**src/rtl/hpa_pkg.sv**
```systemverilog
package hpa_pkg;

    // Fixed-point scale points: hue in Q9.12 degrees, saturation and value in Q1.16.
    localparam logic [17:0] DEG60  = 18'd245760;
    localparam logic [20:0] DEG360 = 21'd1474560;
    localparam logic [16:0] ONE    = 17'd65536;

    // Pipelined divider geometry. Numerators of both quotients fit in 26 bits.
    localparam int DIV_NUM_W     = 26;
    localparam int DIV_DEN_W     = 8;
    localparam int DIV_STEP_BITS = 4;

    // Reciprocals for division by constants: floor(2^40 / 1000) and floor(2^28 / 15).
    localparam logic [30:0] RECIP_1000 = 31'd1099511627;
    localparam int          RECIP_1000_SH = 40;
    localparam logic [24:0] RECIP_15   = 25'd17895697;
    localparam int          RECIP_15_SH = 28;

    localparam int CFG_IDX_W  = 2;
    localparam int CFG_DATA_W = 12;

    typedef enum logic [CFG_IDX_W-1:0] {
        CFG_HUE_SHIFT  = 2'd0,
        CFG_SAT_GAIN   = 2'd1,
        CFG_VALUE_GAIN = 2'd2
    } t_cfg_idx;

    typedef struct packed {
        logic signed [9:0] hue_shift;
        logic [11:0]       sat_gain;
        logic [11:0]       value_gain;
    } t_cfg;

endpackage

```
**src/rtl/hpa_cfg.sv**
```systemverilog
module hpa_cfg import hpa_pkg::*; (
    input  logic                  i_clk,
    input  logic                  i_rst_n,
    input  logic                  i_cfg_valid,
    output logic                  o_cfg_ready,
    input  logic [CFG_IDX_W-1:0]  i_cfg_index,
    input  logic [CFG_DATA_W-1:0] i_cfg_data,
    output t_cfg                  o_cfg
);

    t_cfg r_cfg;
    t_cfg n_cfg;

    assign o_cfg_ready = 1'b1;

    always_comb begin
        n_cfg = r_cfg;
        if (i_cfg_valid) begin
            unique case (t_cfg_idx'(i_cfg_index))
                CFG_HUE_SHIFT:  n_cfg.hue_shift  = i_cfg_data[9:0];
                CFG_SAT_GAIN:   n_cfg.sat_gain   = i_cfg_data;
                CFG_VALUE_GAIN: n_cfg.value_gain = i_cfg_data;
                default:        n_cfg = r_cfg;
            endcase
        end
    end

    always_ff @(posedge i_clk) begin
        if (!i_rst_n) begin
            r_cfg.hue_shift  <= 10'sd0;
            r_cfg.sat_gain   <= 12'd1000;
            r_cfg.value_gain <= 12'd1000;
        end else begin
            r_cfg <= n_cfg;
        end
    end

    assign o_cfg = r_cfg;

endmodule

```
**config.mk**
```make
export PLATFORM = sky130hd
export DESIGN_NAME = hpa_cfg
export DESIGN_NICKNAME = d
export VERILOG_FILES = /design/src/rtl/hpa_pkg.sv /design/src/rtl/hpa_cfg.sv
export SDC_FILE = /design/constraint.sdc
export NUM_CORES = 1
export LEC_CHECK = 0
export BUFFER_PORTS_ARGS = -buffer_cell sky130_fd_sc_hd__buf_4
export CAP_MARGIN = 20
export CELL_PAD_IN_SITES_DETAIL_PLACEMENT = 1
export CELL_PAD_IN_SITES_GLOBAL_PLACEMENT = 1
export CORE_MARGIN = 2
export CORE_UTILIZATION = 32
export CTS_BUF_LIST = sky130_fd_sc_hd__clkbuf_16
export DETAILED_ROUTE_END_ITERATION = 7
export HOLD_SLACK_MARGIN = 0.08
export MAX_ROUTING_LAYER = met4
export PLACE_DENSITY = 0.71
export SYNTH_ARGS = -nofsm -noshare
export SYNTH_HDL_FRONTEND = slang
export SYNTH_SLANG_ARGS = --single-unit
```
**constraint.sdc**
```tcl
create_clock -name i_clk -period 0.8 [get_ports i_clk]
set_input_delay 0.04 -clock i_clk [delete_from_list [all_inputs] [get_ports i_clk]]
set_output_delay 0.04 -clock i_clk [all_outputs]
set_load 0.02 [all_outputs]
```
* Word-level counts from Yosys, hierarchy flattened
Index checks and enable logic that the tools add are counted.
** Storage, ports and cells
- Input port bits :: 17
- Bits in registers :: 34
- Output and inout bits :: 35
** Cells by class
- Equal/unequal tests :: 2
- Reduce and logical (&&, ||, !) cells :: 4
** Operators by type and width (count)
- $reduce_and 2->1 :: 3
- $eq 2x1->1 const B :: 1
- $eq 2x2->1 const B :: 1
- $logic_not 2->1 :: 1

* Logic depth before layout (Yosys ltp)
- Depth in word-level cells :: 2
- Depth in mapped cells :: 4
- Gate-level depth less buffers :: 2

* Least setup slack after synthesis
Ideal clock, no wire load.
- Path kind :: input port to flip-flop
- From :: input i_rst_n
- To :: register r_cfg, in the netlist o_cfg[18]
- Stages :: 4
- Required time :: 678 ps
- Slack :: 83 ps
- Library setup time :: 122 ps
- Data arrival time :: 595 ps
- Path through :: buf_2 clkbuf_1 nor2b_1 mux2i_1
** RTL lines
- start, declared :: line hpa_cfg.sv:3 : input logic i_rst_n,
- end signal, assigned :: line hpa_cfg.sv:34 : r_cfg <= n_cfg;
- end, declared :: line hpa_cfg.sv:11 : t_cfg r_cfg;

* Worst setup path in the final report
- From :: register r_cfg, in the netlist o_cfg[16]
- To :: output o_cfg[16] in the netlist's numbering
** RTL lines
- end, declared :: line hpa_cfg.sv:8 : output t_cfg o_cfg
No word-level cell between the ends.

==> impl_metrics.env <==
export IMPL_pre_cts_ws_ns=-0.101
export IMPL_layout_nets=213
export IMPL_core_sq_um=4060
export IMPL_cp_slowest_cell="dfxtp_1"
export IMPL_final_setup_tns_ns=0
export IMPL_synth_net_count=152
export IMPL_min_period_ns=0.782
export IMPL_p_leak_nw=0.967
export IMPL_grt_antenna_before_repair=0
export IMPL_met3_usage_pct=3.34
export IMPL_slew_viol_final=0
export IMPL_startpoint_type="register"
export IMPL_dpl_hpwl_um=2610
export IMPL_routed_wl_um=3670
export IMPL_max_clock_freq_mhz=1280
export IMPL_dieWidth_um=69.5
export IMPL_yosysWarnings=0
export IMPL_slowest_delay_ns=0.35
export IMPL_timing_worst_setup_path_type="register to output port"
export IMPL_cts_buffer_depth=2
export IMPL_ant_nets=0
export IMPL_powerDensity_nw_per_um2=1880
export IMPL_path_max_fanout=2
export IMPL_cp_arrival_ns=0.74
export IMPL_ys_seq_area_share_pct=49.6
export IMPL_cts_tree="yes"
export IMPL_largest_reg_flops=34
export IMPL_syn_area_sq_um=1370
export IMPL_finalInstanceArea_sq_um=2190
export IMPL_ir_worst_vdd_mv=0.804
export IMPL_grtUsageMet1_pct=16.0
export IMPL_gr_max_usage_layer="met2"
export IMPL_gp_congestion=0.728
export IMPL_start_util_pct=33.8
export IMPL_ios=52
export IMPL_grt_use_total_pct=15.0
export IMPL_critPathRequiredTime_ns=0.76
export IMPL_maxCapViolations=0
export IMPL_final_cell_mix="nand2_1, mux2i_1, dfxtp_2"
export IMPL_numCtsBuffers=5
export IMPL_grt_first_pass_wirelength_um=5500
export IMPL_met2_usage_pct=26.8
export IMPL_grt_pass1_vias=1170
export IMPL_fin_ws_ns=0.0183
export IMPL_avgSynthCellArea_sq_um=10.2
export IMPL_hold_viol=0
export IMPL_grt_max_degree=33
export IMPL_drtPass1Iterations=4
export IMPL_syn_inst=135
export IMPL_root_buffer="clkbuf_16"
export IMPL_endpoint_kind="output port"
export IMPL_insertion_delay_ns=0.27
export IMPL_vias=1137
export IMPL_worstHoldPathType="input pin to register"
export IMPL_syn2layout_area_growth_pct=59.4
export IMPL_die_y_um=69.5
export IMPL_die_area_sq_um=4820
export IMPL_synth_cell_types=13
export IMPL_cp_top_family="flip-flops"
export IMPL_period_share_pct=97.7
export IMPL_ys_ff_latch=34
export IMPL_rows=23
export IMPL_clock_sinks=34
export IMPL_routedWlPerCell_um=14.9
export IMPL_drc=0
export IMPL_r2r_slack_ns=0.14
export IMPL_io_buffers=50
export IMPL_grt_ovfl_total=0
export IMPL_drive_above_1_share_pct=50.0
export IMPL_fill_cells=431
export IMPL_crit_chain="buf_6"
export IMPL_finalSetupViolCount=0
export IMPL_ctsHtreeMaxLevel=2
export IMPL_place_area_sq_um=1810
export IMPL_via_per_inst=4.62
export IMPL_critPathBufInv=1
export IMPL_fin_worst_skew_ns=0
export IMPL_diodes=0
export IMPL_post_cts_setup_buffers=0
export IMPL_utilization_pct=53.9
export IMPL_clk_pin_slew_worst_paths_ns=0.05
export IMPL_drtIter0Drc=15
export IMPL_status="complete, no violations"
==> final timing paths <==
kind	start	depth (start not counted)	to
worst max-delay path	o_cfg[16]	1	o_cfg[16]
worst min-delay path	i_cfg_data[6]	3	o_cfg[30]
worst max register to register	o_cfg[9]	2	o_cfg[9]
worst min register to register	o_cfg[13]	2	o_cfg[13]
==> routing by layer <==
layer,vias up,share of wire [%]
met1,550,40
met4,0,0.98
li1,555,-
met2,28,55
met5,-,0
met3,4,3.6
==> cells in the mapped netlist <==
| master | instances | area, sq um |
|---|---|---|
| mux2i_1 | 34 | 340 |
| nor2b_1 | 18 | 113 |
| nand3b_1 | 1 | 7.51 |
| buf_12 | 1 | 20.0 |
| nand2_1 | 34 | 128 |
| dfxtp_1 | 34 | 681 |
| buf_4 | 3 | 22.5 |
| buf_6 | 1 | 11.3 |
| and3b_1 | 1 | 8.76 |
| clkbuf_1 | 1 | 3.75 |
| conb_1 | 1 | 3.75 |
| nor3b_1 | 1 | 7.51 |
| buf_2 | 5 | 25.0 |
==> cell families after synthesis <==
| logic type | Yosys count | share of synthesized area (%) |
|---|---|---|
| and+or+nand+nor | 55 | 19.3 |
| muxes | 34 | 24.8 |
| DFF | 34 | 49.6 |
| buffers and inverters | 11 | 6.02 |
| other | 1 | 0.273 |
==> repair_timing <==
item,4_1_cts,5_1_grt
hold buffers,6,2
gates resized for setup,19,47
setup endpoints to repair,13,32
endpoints found under the hold margin,23,4
==> worst min-delay path, delay by kind of cell <==
| family | cells | cell delay (ns) |
|---|---|---|
| buffers and inverters | 1 | 0.12 |
| muxes | 1 | 0.06 |
| and+or+nand+nor | 1 | 0.05 |
==> where the power goes <==
| part | leakage, nW | switching, mW | internal, mW | total [mW] |
|---|---|---|---|---|
| clock network | 0.0723 | 0.644 | 1.11 | 1.75 |
| registers | 0.281 | 0.0440 | 1.77 | 1.81 |
| logic | 0.614 | 0.252 | 0.291 | 0.543 |
==> cell type report <==
class,count,area (sq um),share of cell area [%]
repair buffers,65,646,29.5
clock buffers,5,125,5.72
clock inverters,2,7.51,0.343
flip-flops and latches,34,722,33.0
well taps,50,62.6,2.86
multi-input cells,90,623,28.5
==> metrics by stage <==
| step | hold WS, ns | total power [mW] | instances |
|---|---|---|---|
| 3_3_place_gp | 0.317 | 2.29 | 231 |
| 5_1_grt | 0.0621 | 4.28 | 246 |
| 6_report | 0.0438 | 4.11 | 246 |
| 2_1_floorplan | 0.182 | 2.09 | 135 |
| 4_1_cts | 0.0335 | 4.10 | 244 |
| 3_5_place_dp | 0.327 | 2.30 | 231 |
(Power assumes the default switching activity.)
