--- src/rtl/hpa_pkg.sv ---
package hpa_pkg;

    // Fixed-point scale points: hue in Q9.12 degrees, saturation and value in Q1.16.
    localparam logic [17:0] DEG60  = 18'd245760;
    localparam logic [20:0] DEG360 = 21'd1474560;
    localparam logic [16:0] ONE    = 17'd65536;

    // Pipelined divider geometry. Numerators of both quotients fit in 26 bits.
    localparam int DIV_NUM_W     = 26;
    localparam int DIV_DEN_W     = 8;
    localparam int DIV_STEP_BITS = 4;

    // Reciprocals for division by constants: floor(2^40 / 1000) and floor(2^28 / 15).
    localparam logic [30:0] RECIP_1000 = 31'd1099511627;
    localparam int          RECIP_1000_SH = 40;
    localparam logic [24:0] RECIP_15   = 25'd17895697;
    localparam int          RECIP_15_SH = 28;

    localparam int CFG_IDX_W  = 2;
    localparam int CFG_DATA_W = 12;

    typedef enum logic [CFG_IDX_W-1:0] {
        CFG_HUE_SHIFT  = 2'd0,
        CFG_SAT_GAIN   = 2'd1,
        CFG_VALUE_GAIN = 2'd2
    } t_cfg_idx;

    typedef struct packed {
        logic signed [9:0] hue_shift;
        logic [11:0]       sat_gain;
        logic [11:0]       value_gain;
    } t_cfg;

endpackage

--- src/rtl/hpa_div.sv ---
module hpa_div import hpa_pkg::*; #(
    parameter int NUM_W     = DIV_NUM_W,
    parameter int DEN_W     = DIV_DEN_W,
    parameter int STEP_BITS = DIV_STEP_BITS,
    parameter int PAY_W     = 1
) (
    input  logic             i_clk,
    input  logic             i_rst_n,
    input  logic             i_ce,
    input  logic             i_valid,
    input  logic [NUM_W-1:0] i_num,
    input  logic [DEN_W-1:0] i_den,
    input  logic [PAY_W-1:0] i_pay,
    output logic             o_valid,
    output logic [NUM_W-1:0] o_quo,
    output logic [PAY_W-1:0] o_pay
);

    localparam int STAGES = (NUM_W + STEP_BITS - 1) / STEP_BITS;
    localparam int PAD_W  = STAGES * STEP_BITS;

    // Numerator bits shift out at the top while quotient bits shift in at the bottom.
    logic [PAD_W-1:0] w_nq  [STAGES+1];
    logic [DEN_W-1:0] w_rem [STAGES+1];
    logic [DEN_W-1:0] w_den [STAGES+1];
    logic [PAY_W-1:0] w_pay [STAGES+1];
    logic             w_v   [STAGES+1];

    assign w_nq[0]  = PAD_W'(i_num);
    assign w_rem[0] = '0;
    assign w_den[0] = i_den;
    assign w_pay[0] = i_pay;
    assign w_v[0]   = i_valid;

    for (genvar s = 0; s < STAGES; s++) begin : g_stage
        logic [PAD_W-1:0] n_nq;
        logic [DEN_W-1:0] n_rem;
        logic [PAD_W-1:0] r_nq;
        logic [DEN_W-1:0] r_rem;
        logic [DEN_W-1:0] r_den;
        logic [PAY_W-1:0] r_pay;
        logic             r_v;

        always_comb begin
            logic [DEN_W:0] v_trial;
            n_nq  = w_nq[s];
            n_rem = w_rem[s];
            for (int i = 0; i < STEP_BITS; i++) begin
                v_trial = {n_rem, n_nq[PAD_W-1]};
                n_nq    = {n_nq[PAD_W-2:0], 1'b0};
                if (v_trial >= {1'b0, w_den[s]}) begin
                    v_trial = v_trial - {1'b0, w_den[s]};
                    n_nq[0] = 1'b1;
                end
                n_rem = v_trial[DEN_W-1:0];
            end
        end

        always_ff @(posedge i_clk) begin
            if (!i_rst_n) begin
                r_v <= 1'b0;
            end else if (i_ce) begin
                r_v <= w_v[s];
            end
        end

        always_ff @(posedge i_clk) begin
            if (i_ce) begin
                r_nq  <= n_nq;
                r_rem <= n_rem;
                r_den <= w_den[s];
                r_pay <= w_pay[s];
            end
        end

        assign w_nq[s+1]  = r_nq;
        assign w_rem[s+1] = r_rem;
        assign w_den[s+1] = r_den;
        assign w_pay[s+1] = r_pay;
        assign w_v[s+1]   = r_v;
    end

    assign o_valid = w_v[STAGES];
    assign o_quo   = w_nq[STAGES][NUM_W-1:0];
    assign o_pay   = w_pay[STAGES];

endmodule

--- config.mk ---
export PLATFORM = sky130hd
export DESIGN_NAME = hpa_div
export DESIGN_NICKNAME = d
export VERILOG_FILES = /design/src/rtl/hpa_pkg.sv /design/src/rtl/hpa_div.sv
export SDC_FILE = /design/constraint.sdc
export NUM_CORES = 1
export LEC_CHECK = 0
export BUFFER_PORTS_ARGS = -buffer_cell sky130_fd_sc_hd__buf_4
export CAP_MARGIN = 20
export CORE_MARGIN = 3
export CORE_UTILIZATION = 40
export DETAILED_ROUTE_END_ITERATION = 16
export SLEW_MARGIN = 20
export SYNTH_ARGS = -nofsm -noshare
export SYNTH_HDL_FRONTEND = slang
export SYNTH_SLANG_ARGS = --single-unit
--- constraint.sdc ---
create_clock -name i_clk -period 26.5 [get_ports i_clk]
set_input_delay 3.975 -clock i_clk [delete_from_list [all_inputs] [get_ports i_clk]]
set_output_delay 3.975 -clock i_clk [all_outputs]
set_load 0.05 [all_outputs]
---- After elaboration in Yosys (flattened, before gate mapping) ----
Cells that the tools add are included.
word-level totals
  output and inout port bits .............. 28
  register bits after elaboration ......... 304
  word-level logic and storage cells ...... 143
  input port bits ......................... 39
cells by class
  $lt $le $gt $ge ......................... 28
  add/subtract/negate cells ............... 27
  multiplexer cells ....................... 55
operators with widths
  kind                                                number
  >= comparator 9 x 8 -> 1 bit                        27
  two-way mux 8 bit                                   27
  subtractor 8 bit                                    26
  two-way mux 1 bit                                   28
  >= comparator 1 x 8 -> 1 bit, first input constant  1
  subtractor 1 x 8 -> 8 bit, first input constant     1

---- Depth between registers and ports, before layout ----
  depth in word-level cells ............... 8
  gate-level depth with buffers ........... 42
  depth with buffers taken out ............ 38

---- Worst setup path before layout ----
Ideal clock, no wire load.
  path kind ............................... in2reg
  start ................................... input port i_den[6]
  end ..................................... register g_stage[0].r_rem[2] (data pin)
  arrival time ............................ 9487 ps
  cell stages on the path ................. 30
  setup time .............................. 260 ps
  path buffers ............................ 1
  data required time ...................... 26240 ps
  slack ................................... 16753 ps
  path through ............................ nor4_1 nand3_1 nor2_1 ha_1 and3b_1 nand4_1 a211oi_1 o21ai_0 nor2b_1 clkbuf_1 nor2_1 ha_1 a21oi_1 o21bai_1 nand3_1 a31oi_1 nand2_1 nand2_1 mux2_2 inv_1 ha_1 nor2b_1 o21ai_0 nand2b_1 a21o_1 a21oi_1 o21ai_0 o21bai_1 a211oi_4 mux2_2
between the ends
  longest elaborated chain between the ends .. 8
  elaborated cells between the ends (all ways) .. 12
  classes of those cells .................. add/sub (4); order compare (4); mux (4)
ends and longest elaborated chain
  item                                                                       RTL line                      text
  from (decl)                                                                hpa_div.sv:12                 input logic [DEN_W-1:0] i_den,
  subtractor 1 x 8 -> 8 bit or >= comparator 1 x 8 -> 1 bit (tied branches)  hpa_div.sv:52, hpa_div.sv:51
  two-way mux 8 bit                                                          hpa_div.sv:51                 if (v_trial >= {1'b0, w_den[s]}) begin
  subtractor 8 bit or >= comparator 9 x 8 -> 1 bit (tied branches)           hpa_div.sv:52, hpa_div.sv:51
  two-way mux 8 bit                                                          hpa_div.sv:51
  >= comparator 9 x 8 -> 1 bit or subtractor 8 bit (tied branches)           hpa_div.sv:51, hpa_div.sv:52
  two-way mux 8 bit                                                          hpa_div.sv:51
  subtractor 8 bit or >= comparator 9 x 8 -> 1 bit (tied branches)           hpa_div.sv:52, hpa_div.sv:51
  two-way mux 8 bit *                                                        hpa_div.sv:51
  to (signal assigned)                                                       hpa_div.sv:70                 r_rem <= n_rem;
  to (decl)                                                                  hpa_div.sv:39                 logic [DEN_W-1:0] r_rem;
Every way passes the cells marked *; elsewhere a longest branch is shown, timed or not.
A chain may end at the register's enable or synchronous reset.

---- Worst setup path in the final report ----
  start ................................... input port i_den[1]
  end ..................................... register g_stage[0].r_rem[5] (data pin)
between the ends
  longest elaborated chain between the ends .. 8
  elaborated cells between the ends (all ways) .. 12
  classes of those cells .................. add/sub (4); order compare (4); mux (4)
ends and longest elaborated chain
  item                                                                       RTL line
  subtractor 1 x 8 -> 8 bit or >= comparator 1 x 8 -> 1 bit (tied branches)  hpa_div.sv:52, hpa_div.sv:51
  two-way mux 8 bit                                                          hpa_div.sv:51
  subtractor 8 bit or >= comparator 9 x 8 -> 1 bit (tied branches)           hpa_div.sv:52, hpa_div.sv:51
  two-way mux 8 bit                                                          hpa_div.sv:51
  subtractor 8 bit or >= comparator 9 x 8 -> 1 bit (tied branches)           hpa_div.sv:52, hpa_div.sv:51
  two-way mux 8 bit                                                          hpa_div.sv:51
  subtractor 8 bit or >= comparator 9 x 8 -> 1 bit (tied branches)           hpa_div.sv:52, hpa_div.sv:51
  two-way mux 8 bit *                                                        hpa_div.sv:51
Marks and branches as above.

==> report_table.html <==
<table>
<tr><th>Metric</th><th>Value</th></tr>
<tr><th colspan="2">Logic synthesis</th></tr>
<tr><td>Synth cell types</td><td>92</td></tr>
<tr><td>Syn Area/Cell</td><td>11.0 µm²</td></tr>
<tr><td>Most instantiated flip-flop cell in the synthesis netlist</td><td>sky130_fd_sc_hd__edfxtp_1</td></tr>
<tr><td>Area leader, netlist</td><td>sky130_fd_sc_hd__edfxtp_1</td></tr>
<tr><td>Count of flip-flops with a built-in enable after synthesis</td><td>285</td></tr>
<tr><td>Most frequent cells after synthesis</td><td>285 x sky130_fd_sc_hd__edfxtp_1, 216 x sky130_fd_sc_hd__ha_1, 156 x sky130_fd_sc_hd__inv_1, 104 x sky130_fd_sc_hd__nor2_1, 98 x sky130_fd_sc_hd__o21ai_0</td></tr>
<tr><td>Most instantiated library cell after synthesis</td><td>sky130_fd_sc_hd__edfxtp_1</td></tr>
<tr><td>Share of the synthesized area in the top cell type</td><td>42.3%</td></tr>
<tr><td>Mapped Area</td><td>20200 µm²</td></tr>
<tr><td>Top post-synthesis cells by area</td><td>sky130_fd_sc_hd__edfxtp_1 42%, sky130_fd_sc_hd__ha_1 13%, sky130_fd_sc_hd__mux2_2 3.6%</td></tr>
<tr><td>Share of the yosys chip area belonging to registers</td><td>43.0%</td></tr>
<tr><td>Register bit count reported by yosys</td><td>292</td></tr>
<tr><td>Number of warnings reported in the yosys synthesis log</td><td>0</td></tr>
<tr><td>Gate Count Post-Synth</td><td>1838</td></tr>
<tr><td>Asr flop ratio synth</td><td>0%</td></tr>
<tr><th colspan="2">Die</th></tr>
<tr><td>Core Box Area</td><td>49500 µm²</td></tr>
<tr><td>Die outline height</td><td>231 µm</td></tr>
<tr><td># IOs</td><td>67</td></tr>
<tr><td>Die span in x</td><td>231 µm</td></tr>
<tr><td>Number of core rows</td><td>81</td></tr>
<tr><td>Area enclosed by the die boundary</td><td>53300 µm²</td></tr>
<tr><td>Initial Utilization</td><td>40.9%</td></tr>
<tr><th colspan="2">Routing</th></tr>
<tr><td>Antenna-violating nets left</td><td>0</td></tr>
<tr><td>Overall via count from detail_route</td><td>14032</td></tr>
<tr><td>Routed wire per std cell</td><td>approximately 17 µm</td></tr>
<tr><td>Avg Vias per Cell</td><td>about 5.4</td></tr>
<tr><td>Total wire length after detailed routing</td><td>approximately 44000 µm</td></tr>
<tr><td>DRC Markers</td><td>0</td></tr>
<tr><td>DRT iter0 DRCs</td><td>954</td></tr>
<tr><td>Number of iterations in the first detailed-routing pass</td><td>5</td></tr>
<tr><th colspan="2">Critical path</th></tr>
<tr><td>Worst reg-to-reg setup slack</td><td>16.20 ns</td></tr>
<tr><td>Worst Setup End Kind</td><td>flop</td></tr>
<tr><td>R2R Path End</td><td>g_stage[4].r_rem[5]</td></tr>
<tr><td>End point of the critical path</td><td>g_stage[0].r_rem[5]</td></tr>
<tr><td>Data arrival, critical path</td><td>10.63 ns</td></tr>
<tr><td>Worst Path Class, Setup</td><td>input port to flop</td></tr>
<tr><td>Required time of the critical path</td><td>between 20 and 30 ns</td></tr>
<tr><td>Standard cell with the maximum stage delay on the critical path</td><td>sky130_fd_sc_hd__a211oi_4</td></tr>
<tr><td>Maximum fanout along the worst path</td><td>9</td></tr>
<tr><td>Sort of element at the start of the critical path</td><td>input port</td></tr>
<tr><td>Most repeated library cell on the critical path</td><td>sky130_fd_sc_hd__ha_1</td></tr>
<tr><td>Launching instance or port of the critical path</td><td>i_den[1]</td></tr>
<tr><td>Source of the worst register-to-register timing path</td><td>g_stage[3].r_den[1]</td></tr>
<tr><td>Number of cell instances on the worst register-to-register path</td><td>35</td></tr>
<tr><td>Delay of the slowest cell on the worst path</td><td>0.53 ns</td></tr>
<tr><th colspan="2">Clocking</th></tr>
<tr><td>Max H-tree Level</td><td>2</td></tr>
<tr><td>CTS clock-pin slew for the worst setup and hold paths</td><td>0.06 ns</td></tr>
<tr><td>Clock tree from TritonCTS</td><td>yes</td></tr>
<tr><td>Clock Sinks</td><td>292</td></tr>
<tr><td>TritonCTS buffer count</td><td>36</td></tr>
<tr><td>Clock tree root buffer cell</td><td>sky130_fd_sc_hd__clkbuf_16</td></tr>
<tr><td>Bufs on Longest Clock Path</td><td>3</td></tr>
<tr><td>CTS hold repair buffers</td><td>0</td></tr>
<tr><td>Source-to-sink clock delay at the later pin of the worst-skew pair</td><td>0.56 ns</td></tr>
<tr><td>Count of buffers added by post-CTS timing repair for setup</td><td>0</td></tr>
<tr><td>Post-CTS resize count</td><td>0</td></tr>
<tr><th colspan="2">STA</th></tr>
<tr><td>Final setup skew</td><td>0.0350 ns</td></tr>
<tr><td>Worst slew pin tran</td><td>0.969 ns</td></tr>
<tr><td>FMAX</td><td>about 97 MHz</td></tr>
<tr><td>Count of endpoints failing setup in the final report</td><td>0</td></tr>
<tr><td>Least setup slack across all paths after layout</td><td>16.18 ns</td></tr>
<tr><td>Hold slack final</td><td>0.408 ns</td></tr>
<tr><td>Final critical-path share of the clock period</td><td>38.9%</td></tr>
<tr><td>Setup TNS</td><td>0 ns</td></tr>
<tr><td>Rel. slew slack</td><td>35.4%</td></tr>
<tr><td>Final Hold Fails</td><td>0</td></tr>
<tr><td>RSZ-0062 raised after global routing</td><td>no</td></tr>
<tr><td>Final worst path period need</td><td>10.32 ns</td></tr>
<tr><td>Max-slew violations</td><td>0</td></tr>
<tr><th colspan="2">Finish</th></tr>
<tr><td>Layout overhead on the synthesized area</td><td>11.7%</td></tr>
<tr><td>Share of post-route cells with drive strength above 1</td><td>12.5%</td></tr>
<tr><td>Final Util</td><td>45.7%</td></tr>
<tr><td>Area occupied by multi-input gates</td><td>roughly 11000 µm²</td></tr>
<tr><td>Number of nets in the final layout</td><td>2200</td></tr>
<tr><td>Fill cell instance count of the final layout</td><td>4653</td></tr>
<tr><td>Register Area</td><td>8700 µm²</td></tr>
<tr><td>Inserted Diodes</td><td>0</td></tr>
<tr><th colspan="2">Placed design</th></tr>
<tr><td>Pre-CTS WS</td><td>15.67 ns</td></tr>
<tr><td>Final weighted congestion of routability-driven global placement</td><td>0.856</td></tr>
<tr><td>HPWL reported at the end of detailed placement</td><td>around 33000 µm</td></tr>
<tr><td>Count of input and output buffers</td><td>66</td></tr>
<tr><th colspan="2">Global route</th></tr>
<tr><td>Largest net degree at the start of global routing</td><td>96</td></tr>
<tr><td>Total grt overflow</td><td>0</td></tr>
<tr><td>Wire length of the first global-routing pass</td><td>72000 µm</td></tr>
<tr><td>Initial antenna violation count</td><td>0</td></tr>
<tr><td>Via count of the first global-routing pass</td><td>13800</td></tr>
<tr><td>Overall Global Routing Usage</td><td>~17%</td></tr>
<tr><th colspan="2">Run status</th></tr>
<tr><td>Run status</td><td>complete, no violations</td></tr>
<tr><th colspan="2">Flow run</th></tr>
<tr><td>Number of violations of the max-capacitance limit</td><td>0</td></tr>
<tr><th colspan="2">Min path</th></tr>
<tr><td>Kind of path behind the tightest hold check</td><td>flop to flop</td></tr>
<tr><td>Worst hold path cell count</td><td>0</td></tr>
</table>
flip-flops by register name, indices dropped and copies added (netlist names):
| name | count |
|---|---|
| o_pay | 1 |
| o_valid | 1 |
| g_stage.r_v | 6 |
| g_stage.r_rem | 48 |
| g_stage.r_den | 48 |
| g_stage.r_pay | 6 |
| g_stage.r_nq | 182 |
layout by cell type, fill, tap and decap left out, types with 9 or more instances in the layout:
master	n
sky130_fd_sc_hd__clkbuf_16	37
sky130_fd_sc_hd__and3_1	9
sky130_fd_sc_hd__a31oi_1	14
sky130_fd_sc_hd__nand2_1	93
sky130_fd_sc_hd__o21ai_0	98
sky130_fd_sc_hd__a21o_1	55
sky130_fd_sc_hd__nor3_1	31
sky130_fd_sc_hd__nand2b_1	32
sky130_fd_sc_hd__nand4_1	30
sky130_fd_sc_hd__edfxtp_1	285
sky130_fd_sc_hd__o211ai_1	9
sky130_fd_sc_hd__nand3_1	26
sky130_fd_sc_hd__or2_2	16
sky130_fd_sc_hd__o2111ai_1	9
sky130_fd_sc_hd__xor2_1	42
sky130_fd_sc_hd__ha_1	216
sky130_fd_sc_hd__o21a_1	23
sky130_fd_sc_hd__inv_1	156
sky130_fd_sc_hd__or3_1	9
sky130_fd_sc_hd__o21bai_1	18
sky130_fd_sc_hd__nor3b_1	9
sky130_fd_sc_hd__nor2_1	104
sky130_fd_sc_hd__fa_1	25
sky130_fd_sc_hd__nor2b_1	52
sky130_fd_sc_hd__mux2_2	65
sky130_fd_sc_hd__xnor2_1	77
sky130_fd_sc_hd__a211oi_1	19
sky130_fd_sc_hd__a21oi_1	97
sky130_fd_sc_hd__mux2i_1	34
sky130_fd_sc_hd__mux2_4	10
sky130_fd_sc_hd__and2_1	13
sky130_fd_sc_hd__buf_4	68
stage by stage:
stage,instances,cell area (µm²)
finish,2612,22600
global route,2612,22600
CTS,2612,22600
detailed placement,2546,21500
global placement,2546,21500
floorplan,1840,20200
cells by family (layout without fill, tap and decap cells):
group / after synthesis / in the layout / share of synthesized area, %
AND/OR/NAND/NOR: 454 / 454 / 11.6
AO/OA/AOI/OAI: 434 / 434 / 14.6
flip-flops: 292 / 292 / 43.0
adder cells (fa/ha/maj): 241 / 241 / 15.8
buffers and inverters: 187 / 295 / 3.65
XOR/XNOR: 119 / 119 / 5.15
multiplexers: 110 / 110 / 6.11
other: 1 / 3 / 0.0185
layer usage:
metal	wire length (µm)	vias to the layer above	track usage [%]
li1	-	7004	-
met1	20400	6682	22.4
met2	20700	279	27.1
met3	1750	67	2.97
met4	1130	0	4.78
met5	0	-	0
final cells by class:
type	count	area share [%]
multi-input cells	1361	47.8
flip-flops and latches	292	38.5
clock buffers	44	4.21
well taps	664	3.68
inverters	160	2.66
repair buffers	69	2.32
clock inverters	22	0.869
worst min-delay path by stage:
stage                     slack (ns)                   to                 from
final                           0.41  g_stage[5].r_nq[13]   g_stage[4].r_nq[9]
after global routing            0.42  g_stage[1].r_nq[12]   g_stage[0].r_nq[8]
after CTS                       0.40   g_stage[3].r_nq[6]   g_stage[2].r_nq[2]
after detailed placement        0.40  g_stage[2].r_nq[19]  g_stage[1].r_nq[15]
after global placement          0.40   g_stage[2].r_nq[8]   g_stage[1].r_nq[4]
after floorplan                 0.40  g_stage[1].r_nq[10]   g_stage[0].r_nq[6]
critical path: cells and delay by family:
family          cells  cell delay [ns]
compound gates     11             2.54
buf+inv             3             0.38
mux                 2             0.82
simple gates       10             1.77
fa+ha+maj           4             1.11
Power is left out: the tool's default activity adds up to more than one toggle a clock period on the data nets, which glitch-free logic cannot reach.
