<file path="src/rtl/hpa_skid.sv">
module hpa_skid #(
    parameter int W = 25
) (
    input  logic         i_clk,
    input  logic         i_rst_n,
    input  logic         i_valid,
    input  logic [W-1:0] i_data,
    output logic         o_ce,
    output logic         o_valid,
    output logic [W-1:0] o_data,
    input  logic         i_ready
);

    logic         r_out_v;
    logic [W-1:0] r_out;
    logic         r_skid_v;
    logic [W-1:0] r_skid;

    // The pipeline moves whenever the spare slot is empty.
    assign o_ce    = !r_skid_v;
    assign o_valid = r_out_v;
    assign o_data  = r_out;

    always_ff @(posedge i_clk) begin
        if (!i_rst_n) begin
            r_out_v  <= 1'b0;
            r_skid_v <= 1'b0;
        end else if (!r_out_v || i_ready) begin
            if (r_skid_v) begin
                r_out_v  <= 1'b1;
                r_skid_v <= 1'b0;
            end else begin
                r_out_v <= i_valid;
            end
        end else if (i_valid && !r_skid_v) begin
            r_skid_v <= 1'b1;
        end
    end

    always_ff @(posedge i_clk) begin
        if (!r_out_v || i_ready) begin
            r_out <= r_skid_v ? r_skid : i_data;
        end else if (!r_skid_v) begin
            r_skid <= i_data;
        end
    end

endmodule
</file>
<file path="config.mk">
export PLATFORM = sky130hd
export DESIGN_NAME = hpa_skid
export DESIGN_NICKNAME = d
export VERILOG_FILES = /design/src/rtl/hpa_skid.sv
export SDC_FILE = /design/constraint.sdc
export NUM_CORES = 1
export LEC_CHECK = 0
export ABC_CLOCK_PERIOD_IN_PS = 4900
export BUFFER_PORTS_ARGS = -buffer_cell sky130_fd_sc_hd__buf_2
export CORE_MARGIN = 2
export CORE_UTILIZATION = 54
export DETAILED_ROUTE_END_ITERATION = 10
export GPL_ROUTABILITY_DRIVEN = 0
export PLACE_DENSITY = 0.82
export SKIP_CTS_REPAIR_TIMING = 1
export SLEW_MARGIN = 25
export SYNTH_ARGS = -nofsm -noshare
export SYNTH_HDL_FRONTEND = slang
export SYNTH_SLANG_ARGS = --single-unit
export TNS_END_PERCENT = 50
</file>
<file path="constraint.sdc">
create_clock -name i_clk -period 4.9 [get_ports i_clk]
set_input_delay 0.735 -clock i_clk [delete_from_list [all_inputs] [get_ports i_clk]]
set_output_delay 0.735 -clock i_clk [all_outputs]
set_load 0.01 [all_outputs]
</file>
Word level (Yosys, flattened, before mapping):

Index checks and enable logic that the tools add are counted.

* shift operators: 0
* multiply operators: 0
* divide/modulo/power cells: 0
* reductions and logical operators: 5
* order comparisons: 0
* equal/unequal tests: 0
* add/subtract/negate cells: 0
* bitwise gates (word level): 1
* muxes and demuxes: 2

Operator list (number)
* 2-to-1 mux 25 bit: 1
* zero test 1 bit: 2
* OR reduction 2 bit: 1
* logical AND 1 bit: 1
* logical OR 1 bit: 1
* 2-to-1 mux 1 bit: 1
* NOT 1 bit: 1

* memory bits (read-only): 0
* word-level logic and storage cells: 12
* flip-flop bits (word level): 52
* output and inout port bits: 27
* memories kept: 0
* bits in writable memories: 0
* bits in latches: 0
* bits of input ports: 29

Depth between registers and ports, before layout:

Gate-level depths: netlist of the first run.

* depth after elaboration: 3
* gate-level depth with buffers: 4

Least setup slack after synthesis of the first run:

Ideal clock, no wire load.

* kind: input to register
* start: input i_ready
* end: register r_out[0] (netlist: o_data[0]), enable pin
* stages on the path: 2
* arrival time: 2.754 ns
* library setup time: 0.460 ns
* slack: 1.686 ns
* cells stage by stage: nor2b_1 inv_1

* longest elaborated chain between the ends: 1

Ends and longest elaborated chain
* from (decl): line 11 `input logic i_ready`
* logical OR 1 bit: line 41 `if (!r_out_v || i_ready) begin`
* to (signal assigned): line 42 `r_out <= r_skid_v ? r_skid : i_data;`
* to (decl): line 15 `logic [W-1:0] r_out;`

Every way passes these cells.
A chain may end at the register's enable or synchronous reset.

Final worst setup path of the first run:

* start: register r_skid_v
* end: output o_ce

* longest elaborated chain between the ends: 1

Ends and longest elaborated chain
* from (decl): line 16 `logic r_skid_v;`
* from (signal assigned): line 27 `r_skid_v <= 1'b0;`
* from (signal assigned): line 31 `r_skid_v <= 1'b0;`
* from (signal assigned): line 36 `r_skid_v <= 1'b1;`
* zero test 1 bit
* to (decl): line 8 `output logic o_ce,`

Every way passes these cells.

==> out/qor.yml, run 1 <==
run_status:
  status: "complete, no violations"
global_route:
  track_usage_pct: 15.58
  grt_start_max_net_pins: 27
  grt_pass1_vias: 1004
  antenna_found_initial: 0
  grt_pass1_wl_um: 4719
  grt-ovfl-total: 0
critical_path:
  slowest_delay_ps: 830
  endpoint_kind: "primary output"
  cp_max_fo: 16
  arrival_ps: 1420
  path_delay_family: "flip-flops"
  path_class: "flop to primary output"
  cp.buffers_inverters: 2
  cpMaxStageDelayCell: "dfxtp_1"
  crit_required_ps: 4160
  crit_chain: "inv_1 > buf_2"
  setup.worst_path.start_class: "flop"
timing:
  rsz0062_at_grt: "no"
  tns_ps: 0
  fmax_mhz: 464.5
  skew_ps: 7.960
  layout_min_cycle_time_ps: 2153
  slew_viol_final: 0
  tightest_slew_ps: 984.3
  setup_violations: 0
  slew-limit-headroom_pct: 34.31
  hold_violations: 0
  fin_crit_sh_pct: 43.94
route:
  viasPerCell: 4.892
  totalWireLength_um: 2919
  dr.pass1.iters: 3
  drc: 0
  via_count: 949
  ant_nets: 0
  wire_per_inst_um: 15.05
  first_iter_violations: 22
clocking:
  cts_tree: "done"
  path_clk_slew_ps: 140
  clkLatencyLatePin_ps: 350
  h-tree-depth: 2
  clk_path_buf_depth: 2
  cts_buffers: 5
  cts_sinks: 52
  cts-root-buf: "clkbuf_4"
cells_and_area:
  fillers: 259
  finalNetCount: 176
  area.growth.synth_to_final_pct: 18.04
  antennaDiodeCount: 0
  regArea_um2: 1541
  stdcell_count: 194
  multi_input_area_um2: 371.6
  drive_above_1_share_pct: 60.81
hold_path:
  hold_path.class: "flop to flop"
logic_synthesis:
  yosys_warnings: 0
  ys_ff_latch: 52
  synth_top_cell_area_share_pct: 76.24
  ys_top_cells_by_area: "edfxtp_1 (76%), mux2_4 (13%), mux2_2 (4.6%), buf_12 (2.0%), dfxtp_1 (2.0%)"
  syn_area_um2: 1969
  syn_inst: 86
  synth_nets: 115
  yosysTopAreaCell: "edfxtp_1"
  synth-seq-area-share_pct: 78.27
  synthDistinctLibCells: 11
  syn_avg_cell_area_um2: 22.90
floorplan:
  start_util_pct: 57.66
  ios: 56
  core_area_um2: 3416
  die_y_um: 64.39
  die_area_um2: 4146
  row_count: 21
  die_w_um: 64.39
placement:
  dp_cells: 186
  io_buffers: 55
  dp_hpwl_um: 1969
power:
  power_per_cell_area_nw_per_um2: 330.5
  irDropWorstVdd_uv: 186.6
  leakage_nw: 0.9116
flow_run:
  cap_violations: 0
==> cells in the mapped netlist <==
cell type,instances
o31a_1,1
mux2_4,17
mux2_2,8
dfxtp_1,2
o21ai_0,1
nor2_1,1
buf_12,2
inv_1,2
nor2b_1,1
buf_6,1
edfxtp_1,50
==> sequential cells by signal (all words and copies together) (netlist names) <==
name and cells:
o_valid 1, r_skid 25, r_skid_v 1, o_data 25
==> metal layers <==
metal / track usage, % / up-vias / share of wire [%]
met1: 19.04 / 454 / 43
met4: 5.585 / 0 / 0.51
met3: 6.162 / 2 / 8.3
li1: - / 454 / -
met5: 0 / - / 0
met2: 25.26 / 39 / 48
==> worst reg2reg max path, cell delays in order (launching register included) <==
cell and delay [ps]:
dfxtp_1 830, buf_4 400, mux2_4 340
==> placed cells by master, fill, tap and decap left out, drive strengths merged <==
cell type	instances
o21ai	1
mux2	25
buf	57
nor2	1
dfxtp	2
edfxtp	50
clkinvlp	2
clkbuf	5
clkinv	1
o31a	1
inv	2
nor2b	1
==> cell families after synthesis <==
group           Yosys count  share of synthesized area [%]
compound gates            2                         0.6987
buf+inv                   5                          2.986
mux                      25                          17.53
simple gates              2                         0.5083
flops                    52                          78.27
==> final cells by class <==
class	count	area share (%)
Multi-Input combinational cell	29	15.98
Tap cell	46	2.476
Inverter	2	0.3229
Sequential cell	52	66.31
Clock inverter	3	0.8073
Clock buffer	5	1.615
Timing Repair Buffer	57	12.49
==> power breakdown <==
part	switching [mW]	internal, mW
sequential	0.00695	0.516
combinational	0.0338	0.0355
clock	0.122	0.0542
==> stage by stage <==
step	area [um2]	hold slack, ps	power (mW)	utilization (%)	setup WS (ps)
floorplan	1969	535.2	0.5711	-	1686
global placement	2268	544.7	0.6004	66.41	2936
detailed placement	2268	548.2	0.6037	66.41	2923
CTS	2325	580.3	0.7763	68.06	2729
global route	2325	592.9	0.8001	68.06	2614
finish	2325	581.1	0.7684	68.06	2747
==> worst paths after layout <==
path / startpoint / endpoint / slack, ps / cells after the start
setup / recovery: r_skid_v / o_ce / 2750 / 2
hold / removal: r_skid[8] / r_skid[8] / 580 / 1
setup reg to reg: r_skid_v / r_skid[16] / 3100 / 2
hold reg to reg: r_skid[8] / r_skid[8] / 580 / 1
Power figures use the tool's default switching activity.
==> inputs of run 2 (changes only) <==
--- a/config.mk
+++ b/config.mk
@@ -5,13 +5,14 @@
 export SDC_FILE = /design/constraint.sdc
 export NUM_CORES = 1
 export LEC_CHECK = 0
-export ABC_CLOCK_PERIOD_IN_PS = 4900
+export ABC_AREA = 1
+export ABC_CLOCK_PERIOD_IN_PS = 1900
 export BUFFER_PORTS_ARGS = -buffer_cell sky130_fd_sc_hd__buf_2
 export CORE_MARGIN = 2
-export CORE_UTILIZATION = 54
+export CORE_UTILIZATION = 45
 export DETAILED_ROUTE_END_ITERATION = 10
 export GPL_ROUTABILITY_DRIVEN = 0
-export PLACE_DENSITY = 0.82
+export PLACE_DENSITY = 0.74
 export SKIP_CTS_REPAIR_TIMING = 1
 export SLEW_MARGIN = 25
 export SYNTH_ARGS = -nofsm -noshare
==> constraint.sdc (replaced) <==
create_clock -name i_clk -period 1.9 [get_ports i_clk]
set_input_delay 0.285 -clock i_clk [delete_from_list [all_inputs] [get_ports i_clk]]
set_output_delay 0.285 -clock i_clk [all_outputs]
set_load 0.01 [all_outputs]
==> out/qor.yml, run 2 <==
run_status:
  status: "complete, no violations"
logic_synthesis:
  synthDistinctLibCells: 12  # +1
  syn_avg_cell_area_um2: 13.73  # -40%
  synth-seq-area-share_pct: 79.64  # +1.4 points
  synth.most_common_cell: "nand2_1"
  synth_nets: 170  # +48%
  synth_ff_type: "edfxtp_1"
  yosys_warnings: 0  # unchanged
  synth-edff-count: 50  # unchanged
  ys_top_cells_by_area: "edfxtp_1 (78%), nand2_1 (14%), dfxtp_1 (2.1%), buf_6 (1.7%), nand2_2 (1.6%)"
  syn_inst: 141  # +64%
  syn_area_um2: 1936  # -1.7%
  synth.top_cells.by_count: "nand2_1 (72), edfxtp_1 (50), nand2_2 (5)"
  ys_ff_latch: 52  # unchanged
  async_flop_share_pct: 0  # unchanged
  yosysTopAreaCell: "edfxtp_1"
  synth_top_cell_area_share_pct: 77.57  # +1.3 points
route:
  ant_nets: 0  # unchanged
  via_count: 1161  # +22%
  totalWireLength_um: 3229  # +11%
  viasPerCell: 4.644  # -5.1%
  drc: 0  # unchanged
  wire_per_inst_um: 12.92  # -14%
  first_iter_violations: 76  # +250%
  dr.pass1.iters: 4  # +1
critical_path:
  cp_max_fo: 26  # +10
  endpoint_kind: "primary output"
  r2r_cells: 2  # unchanged
  setup.worst_path.start_class: "flop"
  arrival_ps: 1070  # -350 ps
  r2r-start: "o_valid"
  worstReg2RegEnd: "r_skid[8]"
  crit_required_ps: 1620  # -2540 ps
  reg2reg_slack_ps: 620  # -2480 ps
  path_class: "flop to primary output"
cells_and_area:
  mostFrequentLayoutCell: "nand2_1"
  area.growth.synth_to_final_pct: 20.62
  final_util_pct: 57.54  # -11 points
  drive_above_1_share_pct: 36.00  # -25 points
  antennaDiodeCount: 0  # unchanged
  layout_common_cells: "nand2_1 (71), buf_2 (55), edfxtp_1 (50)"
  multi_input_area_um2: 321.6  # -13%
  regArea_um2: 1541  # unchanged
  finalNetCount: 229  # +30%
  fillers: 335  # +29%
floorplan:
  die_y_um: 69.59  # +8.1%
  die_area_um2: 4842  # +17%
  core_area_um2: 4058  # +19%
  ios: 56  # unchanged
  die_w_um: 69.59  # +8.1%
  row_count: 23  # +9.5%
  start_util_pct: 47.70  # -10 points
hold_path:
  min_from: "i_rst_n"
  hold-path-endpoint: "o_valid"
  hold_path.class: "primary input to flop"
  min_path_cells: 3  # +2
flow_run:
  cap_violations: 0  # unchanged
clocking:
  clk_path_buf_depth: 2  # unchanged
  cts_buffers: 5  # unchanged
  cts_sinks: 52  # unchanged
  clkLatencyLatePin_ps: 300  # -50 ps
  cts-root-buf: "clkbuf_8"
  cts_tree: "done"
  path_clk_slew_ps: 80  # -60 ps
  h-tree-depth: 2  # unchanged
global_route:
  grt-ovfl-total: 0  # unchanged
  antenna_found_initial: 0  # unchanged
  grt_pass1_wl_um: 5313  # +13%
  track_usage_pct: 14.64  # -0.94 points
  grt_pass1_vias: 1122  # +12%
  grt_start_max_net_pins: 27  # unchanged
power:
  irDropWorstVdd_uv: 585.1  # +210%
  leakage_nw: 1.016  # +12%
  power_per_cell_area_nw_per_um2: 938.2  # +180%
timing:
  fin_ws_ps: 543.3  # -2204 ps
  fmax_mhz: 737.1
  setup_violations: 0  # unchanged
  slew_viol_final: 0  # unchanged
  fin_crit_sh_pct: 71.40
  rsz0062_at_grt: "no"
  slew-limit-headroom_pct: 65.42  # +31 points
  skew_ps: 3.299  # -4.661 ps
  tightest_slew_ps: 517.6  # -466.7 ps
  hold_violations: 0  # unchanged
  layout_min_cycle_time_ps: 1357
  tns_ps: 0  # unchanged
placement:
  dp_slack_ps: 525.9  # -2397 ps
  io_buffers: 55  # unchanged
  dp_hpwl_um: 2129  # +8.1%
[run 2: cell type report]
type	instances	share of cell area, %
Tap cell	50	2.680
Clock buffer	7	4.126
Inverter	3	0.9646
Timing Repair Buffer	57	12.43
Multi-Input combinational cell	81	13.77
Sequential cell	52	66.02
[run 2: worst max path at each step]
stage | start | end | cells past startpoint
after floorplan | o_valid | r_skid[0] | 2
after global placement | i_ready | r_skid[5] | 4
after detailed placement | i_ready | r_skid[5] | 4
after CTS | r_skid_v | o_ce | 2
after global routing | r_skid_v | o_ce | 2
final | r_skid_v | o_ce | 2
[run 2: metal layers]
metal	vias to the layer above	wire, um	global-route usage, %
li1	588	-	-
met3	7	306	6.541
met5	-	0	0
met4	0	48	5.882
met2	50	1461	23.08
met1	516	1412	17.62
[run 2: worst max-delay path, cell delays in order, from the launching register on]
cell and delay [ps]:
dfxtp_1 480, inv_8 130, buf_2 160
[run 2: cells by family (layout without fill, tap and decap cells)]
| logic type | count (synthesis) | count (layout) | share of synthesized area (%) |
|---|---|---|---|
| AO/OA/AOI/OAI | 1 | 1 | 0.2583 |
| buffers and inverters | 8 | 67 | 3.878 |
| flip-flops | 52 | 52 | 79.64 |
| AND/OR/NAND/NOR | 80 | 80 | 16.22 |
[run 2: per-stage QoR]
stage | instances | power [mW] | instance area, um2 | hold slack (ps)
after floorplan | 141 | 1.479 | 1942 | 409.8
after global placement | 243 | 1.567 | 2238 | 500.5
after detailed placement | 243 | 1.571 | 2238 | 503.7
after CTS | 250 | 2.212 | 2335 | 202.2
after global routing | 250 | 2.283 | 2335 | 229.6
final | 250 | 2.190 | 2335 | 208.0
[run 2: power by group]
part | switching (mW) | leakage (nW) | internal, mW
clock | 0.325 | 0.0503 | 0.324
sequential | 0.0193 | 0.507 | 1.34
combinational | 0.109 | 0.459 | 0.0709
total | 0.453 | 1.02 | 1.74
==> inputs of run 3 (changes only) <==
--- a/config.mk
+++ b/config.mk
@@ -6,7 +6,7 @@
 export NUM_CORES = 1
 export LEC_CHECK = 0
 export ABC_AREA = 1
-export ABC_CLOCK_PERIOD_IN_PS = 1900
+export ABC_CLOCK_PERIOD_IN_PS = 1100
 export BUFFER_PORTS_ARGS = -buffer_cell sky130_fd_sc_hd__buf_2
 export CORE_MARGIN = 2
 export CORE_UTILIZATION = 45
==> constraint.sdc (replaced) <==
create_clock -name i_clk -period 1.1 [get_ports i_clk]
set_input_delay 0.165 -clock i_clk [delete_from_list [all_inputs] [get_ports i_clk]]
set_output_delay 0.165 -clock i_clk [all_outputs]
set_load 0.01 [all_outputs]
==> out/qor.yml, run 3 (synthesis results as in run 2) <==
critical_path:
  critPathLaunch: "r_skid_v"
  endpoint_kind: "primary output"
  crit_required_ps: 940  # -680 ps
  r2r-start: "r_skid_v"
  path_class: "flop to primary output"
  worstReg2RegEnd: "o_data[0]"
  r2r_cells: 5  # +3
  setup.worst_path.start_class: "flop"
  arrival_ps: 960  # -110 ps
  cp_max_fo: 6  # -77%
  reg2reg_slack_ps: 30  # -590 ps
timing:
  fin_ws_ps: -29.52  # -572.9 ps
  hold_violations: 0  # unchanged
  tightest_slew_ps: 214.7  # -302.9 ps
  fin_crit_sh_pct: 102.7
  slew-limit-headroom_pct: 85.69  # +20 points
  hold_ws_ps: 93.36  # -114.6 ps
  skew_ps: 12.60  # +9.298 ps
  tns_ps: -29.52  # -29.52 ps
  layout_min_cycle_time_ps: 1130
  setup_violations: 1  # +1
  slew_viol_final: 0  # unchanged
  fmax_mhz: 885.3
  rsz0062_at_grt: "yes"
floorplan:
  die_y_um: 69.59  # unchanged
  row_count: 23  # unchanged
  ios: 56  # unchanged
  start_util_pct: 47.70  # unchanged
  core_area_um2: 4058  # unchanged
  die_w_um: 69.59  # unchanged
  die_area_um2: 4842  # unchanged
clocking:
  cts_sinks: 52  # unchanged
  clkLatencyLatePin_ps: 310  # about the same
  cts_tree: "done"
  clk_path_buf_depth: 2  # unchanged
  cts_buffers: 5  # unchanged
  h-tree-depth: 2  # unchanged
  path_clk_slew_ps: 80  # about the same
  cts-root-buf: "clkbuf_8"
route:
  first_iter_violations: 55  # -28%
  viasPerCell: 4.688  # +0.95%
  drc: 0  # unchanged
  via_count: 1247  # +7.4%
  totalWireLength_um: 3547  # +9.8%
  dr.pass1.iters: 4  # unchanged
  wire_per_inst_um: 13.33  # +3.2%
  ant_nets: 0  # unchanged
cells_and_area:
  mostFrequentLayoutCell: "nand2_1"
  layout_common_cells: "nand2_1 (62), buf_2 (54), edfxtp_1 (50)"
  stdcell_count: 266  # +6.4%
  antennaDiodeCount: 0  # unchanged
  final_util_pct: 63.21  # +5.7 points
  finalNetCount: 244  # +6.6%
  drive_above_1_share_pct: 45.37  # +9.4 points
  area.growth.synth_to_final_pct: 32.51
global_route:
  grt_pass1_wl_um: 5582  # +5.1%
  antenna_found_initial: 0  # unchanged
  use_met2_pct: 26.82  # +3.7 points
  grt_util_met1_pct: 16.91  # -0.71 points
  track_usage_pct: 15.14  # +0.50 points
  grt-ovfl-total: 0  # unchanged
  met3_usage_pct: 3.924  # -2.6 points
  grt_most_used_layer: "met2"
  grt_pass1_vias: 1248  # +11%
  grt_start_max_net_pins: 27  # unchanged
hold_path:
  min_path_cells: 3  # unchanged
  hold_path.class: "primary input to flop"
  min_from: "i_valid"
  hold-path-endpoint: "o_valid"
flow_run:
  cap_violations: 0  # unchanged
run_status:
  violations: "setup timing"
  status: "finished, violations left"
placement:
  dp_cells: 247  # +1.6%
  io_buffers: 55  # unchanged
  dp_slack_ps: 48.45  # -477.4 ps
  dp_hpwl_um: 2291  # +7.6%
power:
  irDropWorstVdd_uv: 847.4  # +45%
  leakage_nw: 1.112  # +9.3%
  power_per_cell_area_nw_per_um2: 1472  # +57%
## run 3: routing by layer
layer,vias up,routed length (um),share of wire (%)
met2,40,1803,51
li1,622,-,-
met3,5,193,5.4
met5,-,0,0
met1,580,1497,42
met4,0,53,1.5
## run 3: where the power goes
group          switching (mW)  leakage (nW)  internal (mW)  total [mW]
Clock                   0.608        0.0460          0.445        1.05
Sequential             0.0354         0.508           2.31        2.35
Combinational           0.207         0.557          0.166       0.373
## run 3: critical path: stages (launching register included)
cell	delay [ps]
dfxtp_4	370
buf_12	130
clkinv_16	50
buf_6	110
## run 3: how the worst max path moves through the flow
stage                  to  cells past startpoint
2_1_floorplan   r_skid[0]                      2
5_1_grt              o_ce                      3
3_5_place_dp   r_skid[18]                      4
3_3_place_gp    r_skid[6]                      5
4_1_cts              o_ce                      3
6_report             o_ce                      3
## run 3: stage by stage
step,power [mW],cell area [um2]
CTS,3.776,2410
finish,3.776,2565
global placement,2.736,2323
detailed placement,2.745,2323
floorplan,2.562,1959
global route,3.938,2565
## run 3: final cells by class
type | instances | area [um2]
Fill cell | 311 | 1493
Clock inverter | 3 | 17.52
Inverter | 3 | 41.29
Tap cell | 50 | 62.56
Multi-Input combinational cell | 81 | 357.8
Timing Repair inverter | 1 | 11.26
Clock buffer | 5 | 68.82
Timing Repair Buffer | 71 | 456.7
Sequential cell | 52 | 1549
